`config.mk`:
```
export PLATFORM = sky130hd
export DESIGN_NAME = text_glyph_layout
export DESIGN_NICKNAME = d
export VERILOG_FILES = /design/src/rtl/tgl_pkg.sv /design/src/rtl/tgl_csr.sv /design/src/rtl/tgl_front.sv /design/src/rtl/tgl_queue.sv /design/src/rtl/tgl_back.sv /design/src/rtl/text_glyph_layout.sv
export SDC_FILE = /design/constraint.sdc
export NUM_CORES = 1
export LEC_CHECK = 0
export ABC_CLOCK_PERIOD_IN_PS = 12300
export BUFFER_PORTS_ARGS = -buffer_cell sky130_fd_sc_hd__buf_2
export CORE_ASPECT_RATIO = 0.7
export CORE_MARGIN = 5
export CORE_UTILIZATION = 55
export DETAILED_ROUTE_END_ITERATION = 16
export PLACE_DENSITY = 0.75
export REMOVE_ABC_BUFFERS = 1
export SLEW_MARGIN = 5
export SYNTH_ARGS = -nofsm -noshare
export SYNTH_HDL_FRONTEND = slang
export SYNTH_HIERARCHICAL = 1
export SYNTH_SLANG_ARGS = --single-unit
```
`constraint.sdc`:
```
create_clock -name clock -period 12.3 [get_ports clock]
set_input_delay 0 -clock clock [delete_from_list [all_inputs] [get_ports clock]]
set_output_delay 0 -clock clock [all_outputs]
set_load 0.01 [all_outputs]
```
`src/rtl/tgl_pkg.sv`:
```
// Shared types, register map and constants for the text glyph layout block.
`default_nettype none

package tgl_pkg;

   localparam int QUEUE_DEPTH = 2;
   localparam int PADDR_WIDTH = 5;
   localparam int PDATA_WIDTH = 32;

   localparam logic [7:0] NEWLINE_CODE = 8'd10;
   localparam logic [7:0] COL_MAX      = 8'd255;
   localparam logic [8:0] ROW_MAX      = 9'd511;

   localparam logic [6:0]  CHAR_WIDTH_RESET     = 7'd8;
   localparam logic [6:0]  CHAR_HEIGHT_RESET    = 7'd8;
   localparam logic [8:0]  GLYPHS_PER_ROW_RESET = 9'd16;
   localparam logic [11:0] ORIGIN_X_RESET       = 12'd0;
   localparam logic [11:0] ORIGIN_Y_RESET       = 12'd0;
   localparam logic [7:0]  COLUMNS_RESET        = 8'd40;
   localparam logic [7:0]  ROW_LIMIT_RESET      = 8'd25;
   localparam logic [7:0]  FIRST_GLYPH_RESET    = 8'd32;

   typedef enum logic [2:0] {
      CSR_CHAR_WIDTH     = 3'd0,
      CSR_CHAR_HEIGHT    = 3'd1,
      CSR_GLYPHS_PER_ROW = 3'd2,
      CSR_ORIGIN_X       = 3'd3,
      CSR_ORIGIN_Y       = 3'd4,
      CSR_COLUMNS        = 3'd5,
      CSR_ROW_LIMIT      = 3'd6,
      CSR_FIRST_GLYPH    = 3'd7
   } csr_addr_type;

   typedef struct packed {
      logic [6:0]  char_width;
      logic [6:0]  char_height;
      logic [8:0]  glyphs_per_row;
      logic [11:0] origin_x;
      logic [11:0] origin_y;
      logic [7:0]  columns;
      logic [7:0]  row_limit;
      logic [7:0]  first_glyph;
   } cfg_type;

   typedef struct packed {
      logic [7:0] code;
      logic       text_start;
   } req_type;

   typedef struct packed {
      logic [13:0] src_x;
      logic [13:0] src_y;
      logic [14:0] dst_x;
      logic [14:0] dst_y;
   } rsp_type;

   // One glyph to draw, as classified by the front end.
   typedef struct packed {
      logic [7:0] glyph;
      logic [7:0] col;
      logic [8:0] row;
   } work_type;

   typedef struct packed {
      logic full;
      logic empty;
   } q_status_type;

endpackage

`default_nettype wire

```
`src/rtl/tgl_csr.sv`:
```
// Configuration register file with an APB-style access port.
`default_nettype none

module tgl_csr (
   input  wire logic                              clock,
   input  wire logic                              reset,
   input  wire logic                              psel,
   input  wire logic                              penable,
   input  wire logic                              pwrite,
   input  wire logic [tgl_pkg::PADDR_WIDTH-1:0]   paddr,
   input  wire logic [tgl_pkg::PDATA_WIDTH-1:0]   pwdata,
   output logic      [tgl_pkg::PDATA_WIDTH-1:0]   prdata,
   output logic                                   pready,
   output tgl_pkg::cfg_type                       cfg
);

   tgl_pkg::cfg_type     cfg_ff;
   tgl_pkg::csr_addr_type addr;
   logic                 wr_en;

   assign addr   = tgl_pkg::csr_addr_type'(paddr[4:2]);
   assign wr_en  = psel & penable & pwrite;
   assign pready = 1'b1;
   assign cfg    = cfg_ff;

   always_ff @(posedge clock) begin
      if (reset) begin
         cfg_ff.char_width     <= tgl_pkg::CHAR_WIDTH_RESET;
         cfg_ff.char_height    <= tgl_pkg::CHAR_HEIGHT_RESET;
         cfg_ff.glyphs_per_row <= tgl_pkg::GLYPHS_PER_ROW_RESET;
         cfg_ff.origin_x       <= tgl_pkg::ORIGIN_X_RESET;
         cfg_ff.origin_y       <= tgl_pkg::ORIGIN_Y_RESET;
         cfg_ff.columns        <= tgl_pkg::COLUMNS_RESET;
         cfg_ff.row_limit      <= tgl_pkg::ROW_LIMIT_RESET;
         cfg_ff.first_glyph    <= tgl_pkg::FIRST_GLYPH_RESET;
      end else if (wr_en) begin
         unique case (addr)
            tgl_pkg::CSR_CHAR_WIDTH:     cfg_ff.char_width     <= pwdata[6:0];
            tgl_pkg::CSR_CHAR_HEIGHT:    cfg_ff.char_height    <= pwdata[6:0];
            tgl_pkg::CSR_GLYPHS_PER_ROW: cfg_ff.glyphs_per_row <= pwdata[8:0];
            tgl_pkg::CSR_ORIGIN_X:       cfg_ff.origin_x       <= pwdata[11:0];
            tgl_pkg::CSR_ORIGIN_Y:       cfg_ff.origin_y       <= pwdata[11:0];
            tgl_pkg::CSR_COLUMNS:        cfg_ff.columns        <= pwdata[7:0];
            tgl_pkg::CSR_ROW_LIMIT:      cfg_ff.row_limit      <= pwdata[7:0];
            tgl_pkg::CSR_FIRST_GLYPH:    cfg_ff.first_glyph    <= pwdata[7:0];
            default: ;
         endcase
      end
   end

   always_comb begin
      unique case (addr)
         tgl_pkg::CSR_CHAR_WIDTH:     prdata = 32'(cfg_ff.char_width);
         tgl_pkg::CSR_CHAR_HEIGHT:    prdata = 32'(cfg_ff.char_height);
         tgl_pkg::CSR_GLYPHS_PER_ROW: prdata = 32'(cfg_ff.glyphs_per_row);
         tgl_pkg::CSR_ORIGIN_X:       prdata = 32'(cfg_ff.origin_x);
         tgl_pkg::CSR_ORIGIN_Y:       prdata = 32'(cfg_ff.origin_y);
         tgl_pkg::CSR_COLUMNS:        prdata = 32'(cfg_ff.columns);
         tgl_pkg::CSR_ROW_LIMIT:      prdata = 32'(cfg_ff.row_limit);
         tgl_pkg::CSR_FIRST_GLYPH:    prdata = 32'(cfg_ff.first_glyph);
         default:                     prdata = '0;
      endcase
   end

endmodule

`default_nettype wire

```
`src/rtl/tgl_front.sv`:
```
// Front end: cursor tracking and classification of each incoming character.
`default_nettype none

module tgl_front (
   input  wire logic                 clock,
   input  wire logic                 reset,
   input  wire tgl_pkg::cfg_type     cfg,
   input  wire logic                 push,
   input  wire tgl_pkg::req_type     req_word,
   input  wire tgl_pkg::q_status_type q_status,
   output logic                      q_push,
   output tgl_pkg::work_type         q_word
);

   logic [7:0] cursor_col_ff, cursor_col_in;
   logic [8:0] cursor_row_ff, cursor_row_in;
   logic       after_newline_ff, after_newline_in;
   logic       halted_ff, halted_in;
   logic       accept;
   logic       emit;
   logic       swallow;

   assign accept = push & ~q_status.full;
   assign q_push = accept & emit;

   always_comb begin
      cursor_col_in    = cursor_col_ff;
      cursor_row_in    = cursor_row_ff;
      after_newline_in = after_newline_ff;
      halted_in        = halted_ff;
      emit             = 1'b0;
      swallow          = 1'b0;
      q_word           = '0;

      if (req_word.text_start) begin
         cursor_col_in    = '0;
         cursor_row_in    = '0;
         after_newline_in = 1'b0;
         halted_in        = 1'b0;
      end

      if (!halted_in) begin
         if (after_newline_in) begin
            after_newline_in = 1'b0;
            cursor_col_in    = '0;
            if (cursor_row_in != tgl_pkg::ROW_MAX) cursor_row_in = cursor_row_in + 9'd1;
         end else if (req_word.code == tgl_pkg::NEWLINE_CODE) begin
            // hold the newline until the next character
            after_newline_in = 1'b1;
            swallow          = 1'b1;
         end

         if (!swallow) begin
            if (cursor_col_in == cfg.columns) begin
               cursor_col_in = '0;
               if (cursor_row_in != tgl_pkg::ROW_MAX) cursor_row_in = cursor_row_in + 9'd1;
            end
            if (cursor_row_in > {1'b0, cfg.row_limit}) begin
               halted_in = 1'b1;
            end else begin
               emit         = 1'b1;
               q_word.glyph = req_word.code - cfg.first_glyph;
               q_word.col   = cursor_col_in;
               q_word.row   = cursor_row_in;
               if (cursor_col_in != tgl_pkg::COL_MAX) cursor_col_in = cursor_col_in + 8'd1;
            end
         end
      end
   end

   always_ff @(posedge clock) begin
      if (reset) begin
         cursor_col_ff    <= '0;
         cursor_row_ff    <= '0;
         after_newline_ff <= 1'b0;
         halted_ff        <= 1'b0;
      end else if (accept) begin
         cursor_col_ff    <= cursor_col_in;
         cursor_row_ff    <= cursor_row_in;
         after_newline_ff <= after_newline_in;
         halted_ff        <= halted_in;
      end
   end

endmodule

`default_nettype wire

```
`src/rtl/tgl_queue.sv`:
```
// Short word queue between the front end and the back end.
`default_nettype none

module tgl_queue #(
   parameter int Depth = tgl_pkg::QUEUE_DEPTH
) (
   input  wire logic             clock,
   input  wire logic             reset,
   input  wire logic             wr_en,
   input  wire tgl_pkg::work_type wr_word,
   input  wire logic             rd_en,
   output tgl_pkg::work_type     rd_word,
   output tgl_pkg::q_status_type status
);

   localparam int PtrWidth   = (Depth > 1) ? $clog2(Depth) : 1;
   localparam int CountWidth = $clog2(Depth + 1);
   localparam logic [PtrWidth-1:0]   PtrLast   = PtrWidth'(Depth - 1);
   localparam logic [CountWidth-1:0] CountFull = CountWidth'(Depth);

   tgl_pkg::work_type      mem_ff [Depth];
   logic [PtrWidth-1:0]    wr_ptr_ff, wr_ptr_in;
   logic [PtrWidth-1:0]    rd_ptr_ff, rd_ptr_in;
   logic [CountWidth-1:0]  count_ff, count_in;

   assign status.full  = (count_ff == CountFull);
   assign status.empty = (count_ff == '0);
   assign rd_word      = mem_ff[rd_ptr_ff];

   always_comb begin
      wr_ptr_in = wr_ptr_ff;
      rd_ptr_in = rd_ptr_ff;
      count_in  = count_ff;
      if (wr_en) wr_ptr_in = (wr_ptr_ff == PtrLast) ? '0 : wr_ptr_ff + PtrWidth'(1);
      if (rd_en) rd_ptr_in = (rd_ptr_ff == PtrLast) ? '0 : rd_ptr_ff + PtrWidth'(1);
      if (wr_en && !rd_en) count_in = count_ff + CountWidth'(1);
      else if (rd_en && !wr_en) count_in = count_ff - CountWidth'(1);
   end

   always_ff @(posedge clock) begin
      if (reset) begin
         wr_ptr_ff <= '0;
         rd_ptr_ff <= '0;
         count_ff  <= '0;
      end else begin
         wr_ptr_ff <= wr_ptr_in;
         rd_ptr_ff <= rd_ptr_in;
         count_ff  <= count_in;
      end
   end

   always_ff @(posedge clock) begin
      if (wr_en) mem_ff[wr_ptr_ff] <= wr_word;
   end

endmodule

`default_nettype wire

```
`src/rtl/tgl_back.sv`:
```
// Back end: serial glyph index divide, position multiply and result register.
`default_nettype none

module tgl_back (
   input  wire logic             clock,
   input  wire logic             reset,
   input  wire tgl_pkg::cfg_type cfg,
   input  wire tgl_pkg::q_status_type q_status,
   input  wire tgl_pkg::work_type q_word,
   output logic                  q_pop,
   input  wire logic             pop,
   output logic                  empty,
   output tgl_pkg::rsp_type      rsp_word
);

   typedef enum logic [1:0] {
      ST_IDLE,
      ST_DIV,
      ST_MUL,
      ST_HOLD
   } state_type;

   state_type        state_ff;
   logic [2:0]       step_ff;
   logic [7:0]       quot_ff, quot_in;    // dividend shifts out, quotient shifts in
   logic [7:0]       rem_ff, rem_in;
   logic [7:0]       col_ff;
   logic [8:0]       row_ff;
   tgl_pkg::rsp_type rsp_ff;

   logic [8:0]  divisor;
   logic [8:0]  rem_shift;
   logic [14:0] src_x_prod;
   logic [14:0] src_y_prod;
   logic [14:0] dst_x_sum;
   logic [14:0] dst_y_sum;

   assign divisor = (cfg.glyphs_per_row == '0) ? 9'd1 : cfg.glyphs_per_row;
   assign q_pop   = (state_ff == ST_IDLE) & ~q_status.empty;
   assign empty   = (state_ff != ST_HOLD);
   assign rsp_word = rsp_ff;

   // one restoring divide step per cycle
   always_comb begin
      rem_shift = {rem_ff, quot_ff[7]};
      if (rem_shift >= divisor) begin
         rem_in  = 8'(rem_shift - divisor);
         quot_in = {quot_ff[6:0], 1'b1};
      end else begin
         rem_in  = rem_shift[7:0];
         quot_in = {quot_ff[6:0], 1'b0};
      end
   end

   assign src_x_prod = 15'(rem_ff) * 15'(cfg.char_width);
   assign src_y_prod = 15'(quot_ff) * 15'(cfg.char_height);
   assign dst_x_sum  = 15'(col_ff) * 15'(cfg.char_width) + 15'(cfg.origin_x);
   assign dst_y_sum  = 15'(row_ff) * 15'(cfg.char_height) + 15'(cfg.origin_y);

   always_ff @(posedge clock) begin
      if (reset) begin
         state_ff <= ST_IDLE;
         step_ff  <= '0;
      end else begin
         unique case (state_ff)
            ST_IDLE: begin
               step_ff <= '0;
               if (!q_status.empty) state_ff <= ST_DIV;
            end
            ST_DIV: begin
               step_ff <= step_ff + 3'd1;
               if (step_ff == 3'd7) state_ff <= ST_MUL;
            end
            ST_MUL: begin
               state_ff <= ST_HOLD;
            end
            ST_HOLD: begin
               if (pop) state_ff <= ST_IDLE;
            end
            default: state_ff <= ST_IDLE;
         endcase
      end
   end

   always_ff @(posedge clock) begin
      if (q_pop) begin
         quot_ff <= q_word.glyph;
         rem_ff  <= '0;
         col_ff  <= q_word.col;
         row_ff  <= q_word.row;
      end else if (state_ff == ST_DIV) begin
         quot_ff <= quot_in;
         rem_ff  <= rem_in;
      end
      if (state_ff == ST_MUL) begin
         rsp_ff.src_x <= src_x_prod[13:0];
         rsp_ff.src_y <= src_y_prod[13:0];
         rsp_ff.dst_x <= dst_x_sum;
         rsp_ff.dst_y <= dst_y_sum;
      end
   end

endmodule

`default_nettype wire

```
`src/rtl/text_glyph_layout.sv`:
```
// Top level of the text glyph layout block: CSRs, front end, queue, back end.
// A drawn character passes through the queue, the 8-step serial divide of its glyph index in the
// back end and the multiply step before it shows on the result port; the back end takes a new
// character only after the last result is taken. Characters that draw nothing never reach the queue.
// The front end keeps accepting while the back end works, until the queue fills.
// Reset (synchronous, active high) restores register defaults, clears cursor and queue.
`default_nettype none

module text_glyph_layout #(
   parameter int QueueDepth = tgl_pkg::QUEUE_DEPTH
) (
   input  wire logic                            clock,
   input  wire logic                            reset,
   // input word channel
   input  wire logic                            push,
   output logic                                 full,
   input  wire tgl_pkg::req_type                req_word,
   // result word channel
   output logic                                 empty,
   input  wire logic                            pop,
   output tgl_pkg::rsp_type                     rsp_word,
   // configuration port
   input  wire logic                            psel,
   input  wire logic                            penable,
   input  wire logic                            pwrite,
   input  wire logic [tgl_pkg::PADDR_WIDTH-1:0] paddr,
   input  wire logic [tgl_pkg::PDATA_WIDTH-1:0] pwdata,
   output logic      [tgl_pkg::PDATA_WIDTH-1:0] prdata,
   output logic                                 pready
);

   tgl_pkg::cfg_type      cfg;
   tgl_pkg::q_status_type q_status;
   tgl_pkg::work_type     q_wr_word;
   tgl_pkg::work_type     q_rd_word;
   logic                  q_push;
   logic                  q_pop;

   // Register file read directly by the block; users must do writes only while idle, not enforced.
   tgl_csr u_csr (
      .clock   (clock),
      .reset   (reset),
      .psel    (psel),
      .penable (penable),
      .pwrite  (pwrite),
      .paddr   (paddr),
      .pwdata  (pwdata),
      .prdata  (prdata),
      .pready  (pready),
      .cfg     (cfg)
   );

   // Front end: advance the cursor per character, drop newlines (but not one right after a
   // newline) and halted text, push one word per glyph that gets drawn.
   tgl_front u_front (
      .clock    (clock),
      .reset    (reset),
      .cfg      (cfg),
      .push     (push),
      .req_word (req_word),
      .q_status (q_status),
      .q_push   (q_push),
      .q_word   (q_wr_word)
   );

   // Hold input back only when the queue to the back end is full.
   assign full = q_status.full;

   tgl_queue #(
      .Depth (QueueDepth)
   ) u_queue (
      .clock   (clock),
      .reset   (reset),
      .wr_en   (q_push),
      .wr_word (q_wr_word),
      .rd_en   (q_pop),
      .rd_word (q_rd_word),
      .status  (q_status)
   );

   // Back end: divide glyph index by sheet width, scale to pixels, hold the result
   // in its output register until taken.
   tgl_back u_back (
      .clock    (clock),
      .reset    (reset),
      .cfg      (cfg),
      .q_status (q_status),
      .q_word   (q_rd_word),
      .q_pop    (q_pop),
      .pop      (pop),
      .empty    (empty),
      .rsp_word (rsp_word)
   );

   // The front end never writes a full queue.
   assert property (@(posedge clock) disable iff (reset) q_push |-> !q_status.full)
      else $error("queue written while full");

   // The back end never reads an empty queue.
   assert property (@(posedge clock) disable iff (reset) q_pop |-> !q_status.empty)
      else $error("queue read while empty");

   // No result is offered right after reset.
   assert property (@(posedge clock) $past(reset) |-> empty)
      else $error("result offered after reset");

   // A taken result frees the output register on the next edge.
   assert property (@(posedge clock) disable iff (reset) (pop && !empty) |=> empty)
      else $error("result register not released after pop");

endmodule

`default_nettype wire

```
==> implementation parameters <==
Parameter                              Value

Finish
  Number of standard cells in the final layout excluding fillers ... 2576
  Seq. cell area ... 6156 sq um
  Filler instances ... 2914
  Fraction of final layout cells sized beyond drive strength 1 ... 10.60%
  Antenna cells ... 0
  Synthesis-to-finish area growth ... 8.867%
  Final net count ... 2443
  Combined area of the multi-input logic cells ... 11950 sq um

Route
  Final wirelength ... 46760 microns
  Vias post-DR ... 14580
  Violation count after the first detailed-route iteration ... 1495
  WL per Instance ... 18.15 microns
  Remaining number of nets flagged by the antenna check after routing ... 0
  Number of design rule violations left after detail routing ... 0
  First-pass iteration count of the detailed router ... 6
  Via/cell ratio ... 5.660

STA
  Final clock skew ... 0.01348 ns
  Final setup TNS ... 0 ns
  Worst Tran Pin Value ... 1.172 ns
  Count of pins over their slew limit ... 0
  Final min period ... 5.772 ns
  Setup repair after global routing missed its margin ... no
  Top achievable clock speed ... 173.3 MHz
  Fin crit share ... 46.92%
  Number of setup violations in the final report ... 0
  Worst rel slew slack ... 21.55%
  Final hold viol count ... 0

Synthesis
  Post-Synthesis Cells ... 2012
  Async SR Flop Fraction ... 0%
  Area of the mapped netlist ... 19570 sq um
  Synth area leaders ... sky130_fd_sc_hd__edfxtp_1, sky130_fd_sc_hd__fa_1, sky130_fd_sc_hd__dfxtp_1, sky130_fd_sc_hd__ha_1, sky130_fd_sc_hd__inv_1
  Sequential share of the synthesized area ... 31.45%
  Dominant synthesized flop cell ... sky130_fd_sc_hd__edfxtp_1
  Fraction of synthesized cell area taken by the top area cell type ... 20.41%
  Distinct cells, synth ... 102
  Yosys top cell by area ... sky130_fd_sc_hd__edfxtp_1
  Synthesis warning total ... 6
  Average size of a mapped cell ... 9.727 sq um
  Number of synthesized flops with an enable pin ... 133
  Post-synthesis sequential element count ... 241

Place
  Cell count after placement ... 2511
  HPWL Detailed ... 34450 microns
  Gpl congestion ... 0.9073
  # port buffers ... 102

Global route
  Wire length of the first global-routing pass ... 76100 microns
  Fraction of met3 tracks used by global routing ... 4.693%
  Largest net degree at the start of global routing ... 96
  GRT Max-Usage Layer ... met2
  GRT Residual Overflow ... 0
  Number of antenna violations at the first check in global routing ... 0
  Overall Global Routing Usage ... 23.20%
  Vias in the first global route ... 14520
  Met1 routing resource usage after global routing ... 33.43%
  Global Route met2 Usage ... 35.85%

Clocking
  Clock tree from TritonCTS ... done
  CTS root buf ... sky130_fd_sc_hd__clkbuf_16
  Cts bufs inserted ... 27
  Clock buffer depth ... 3
  Setup bufs post-CTS ... 0
  Worst-Skew Late Latency ... 0.57 ns
  CTS H-tree lvls ... 1
  Count of hold-fix buffers inserted at cts ... 15
  Clock-pin transition on the worst setup and hold timing paths ... 0.06 ns
  TritonCTS Sinks ... 241
  Number of gates resized after CTS ... 0

Setup path
  Worst setup EP type ... flop
  CP required ... 12.52 ns
  Arrival time at the worst endpoint ... 5.99 ns
  Setup Crit Path Kind ... reg -> reg
  Critical path startpoint category ... flop
  Crit-path max FO ... 25

Floorplan
  Area of the core region ... 34950 sq um
  Chip Width ... 235.5 microns
  # rows ... 57
  Die outline height ... 167.8 microns
  Starting density of the core ... 56.00%
  Area of the die ... 39520 sq um
  Number of top-level design ports ... 146

Status
  Status ... complete, no violations

Power
  Cell area power density ... 145.3 nW/um^2
  Leakage power summed over all cells ... 9.519 nW
  Maximum vdd drop ... 0.0001007 V

Flow run
  Number of violations of the max-capacitance limit ... 0

Hold path
  Min-Delay Path Class ... in -> reg
layout make-up:
| cell class | count | share of cell area [%] |
|---|---|---|
| clock buffer | 37 | 3.647 |
| sequential | 241 | 28.89 |
| inverter | 269 | 4.739 |
| multi-input combinational | 1419 | 56.09 |
| clock inverter | 13 | 0.4757 |
| tap | 472 | 2.772 |
| timing repair buffer | 125 | 3.382 |
layout by cell type (no fill, tap or decap), types with 88 or more instances in the layout:
master,instances
sky130_fd_sc_hd__nand2_1,174
sky130_fd_sc_hd__ha_1,162
sky130_fd_sc_hd__dfxtp_1,108
sky130_fd_sc_hd__edfxtp_1,133
sky130_fd_sc_hd__fa_1,144
sky130_fd_sc_hd__nor2_1,130
sky130_fd_sc_hd__and2_1,149
sky130_fd_sc_hd__a21oi_1,88
sky130_fd_sc_hd__inv_1,268
sky130_fd_sc_hd__buf_2,102
synth_stat cells (9+ instances only):
master                     number
sky130_fd_sc_hd__a21o_1        11
sky130_fd_sc_hd__a21oi_1       88
sky130_fd_sc_hd__a221oi_1      10
sky130_fd_sc_hd__a22o_1        10
sky130_fd_sc_hd__a31oi_1       10
sky130_fd_sc_hd__and2_1       149
sky130_fd_sc_hd__buf_2         12
sky130_fd_sc_hd__buf_4         26
sky130_fd_sc_hd__clkbuf_1      57
sky130_fd_sc_hd__dfxtp_1      108
sky130_fd_sc_hd__edfxtp_1     133
sky130_fd_sc_hd__fa_1         144
sky130_fd_sc_hd__ha_1         163
sky130_fd_sc_hd__inv_1        268
sky130_fd_sc_hd__mux2_1         9
sky130_fd_sc_hd__mux2_2        32
sky130_fd_sc_hd__mux2i_1       43
sky130_fd_sc_hd__nand2_1      174
sky130_fd_sc_hd__nand2b_1      17
sky130_fd_sc_hd__nand3_1       15
sky130_fd_sc_hd__nor2_1       130
sky130_fd_sc_hd__nor2b_1       23
sky130_fd_sc_hd__nor3_1        18
sky130_fd_sc_hd__o21a_1        18
sky130_fd_sc_hd__o21ai_0       77
sky130_fd_sc_hd__o21ai_1       13
sky130_fd_sc_hd__o21bai_1       9
sky130_fd_sc_hd__xnor2_1       52
sky130_fd_sc_hd__xor2_1        25
cell families (layout without fill, tap and decap cells):
group / count (synthesis) / after routing / share of synthesized area (%)
compound gates: 327 / 327 / 11.28
xor+xnor: 77 / 77 / 3.446
flops: 241 / 241 / 31.45
mux: 87 / 87 / 4.903
other cells: 3 / 22 / 0.05753
simple gates: 599 / 599 / 15.83
fa+ha+maj: 307 / 307 / 25.15
buf+inv: 371 / 444 / 7.883
through the flow:
| step | util [%] | cell area [sq um] | power, mW | hold slack (ns) | setup WS (ns) |
|---|---|---|---|---|---|
| final | 60.97 | 21310 | 3.096 | 0.04581 | 6.528 |
| after global routing | 60.97 | 21310 | 3.307 | 0.04262 | 6.012 |
| after CTS | 60.97 | 21310 | 3.110 | 0.01791 | 6.567 |
| after detailed placement | 58.03 | 20280 | 2.283 | 0.2707 | 6.620 |
| after global placement | 58.03 | 20280 | 2.241 | 0.2591 | 6.647 |
| after floorplan | - | 19110 | 1.948 | 0.06907 | 6.694 |
critical path: stages (launching register included):
cell,delay (ns)
sky130_fd_sc_hd__dfxtp_1,0.52
sky130_fd_sc_hd__and4_1,0.34
sky130_fd_sc_hd__and3_1,0.22
sky130_fd_sc_hd__nand3_1,0.08
sky130_fd_sc_hd__a21oi_1,0.35
sky130_fd_sc_hd__ha_1,0.27
sky130_fd_sc_hd__nand4b_1,0.28
sky130_fd_sc_hd__nor3_4,0.50
sky130_fd_sc_hd__nor2_1,0.15
sky130_fd_sc_hd__mux2_1,0.39
sky130_fd_sc_hd__ha_1,0.31
sky130_fd_sc_hd__a211oi_1,0.24
sky130_fd_sc_hd__o21ai_0,0.19
sky130_fd_sc_hd__a31oi_4,0.43
sky130_fd_sc_hd__o21ai_1,0.29
sky130_fd_sc_hd__nor2_1,0.31
sky130_fd_sc_hd__nor2b_2,0.19
sky130_fd_sc_hd__buf_4,0.36
power breakdown:
| group | total, mW | internal [mW] | switching (mW) |
|---|---|---|---|
| Sequential | 1.23 | 1.07 | 0.160 |
| Combinational | 1.05 | 0.416 | 0.637 |
| Clock | 0.812 | 0.465 | 0.347 |
path summary, 6_finish.rpt:
kind	from	to	slack, ns	cells after the start
max reg2reg	u_front/cursor_row_ff[4]	u_queue/mem_ff[0][7]	6.53	17
max	u_front/cursor_row_ff[4]	u_queue/mem_ff[0][7]	6.53	17
min	req_word[0]	u_front/halted_ff	0.05	4
min reg2reg	u_csr/cfg[5]	u_csr/cfg[5]	0.51	2
state kept, by name, summed over array words and instances, names as in the netlist, 3 cells and up, named ones only:
name	cells
u_back/col_ff	8
u_back/quot_ff	8
u_back/rem_ff	8
u_back/row_ff	9
u_back/rsp_word	58
u_back/step_ff	3
u_csr/cfg	71
u_front/cursor_col_ff	8
u_front/cursor_row_ff	9
u_queue/mem_ff	50
layer usage:
layer  wire, microns  up-vias
met4            1489        0
met5               0        -
li1                -     6854
met2           20480      572
met1           20890     7053
met3            3910      100
(Power assumes the default switching activity.)
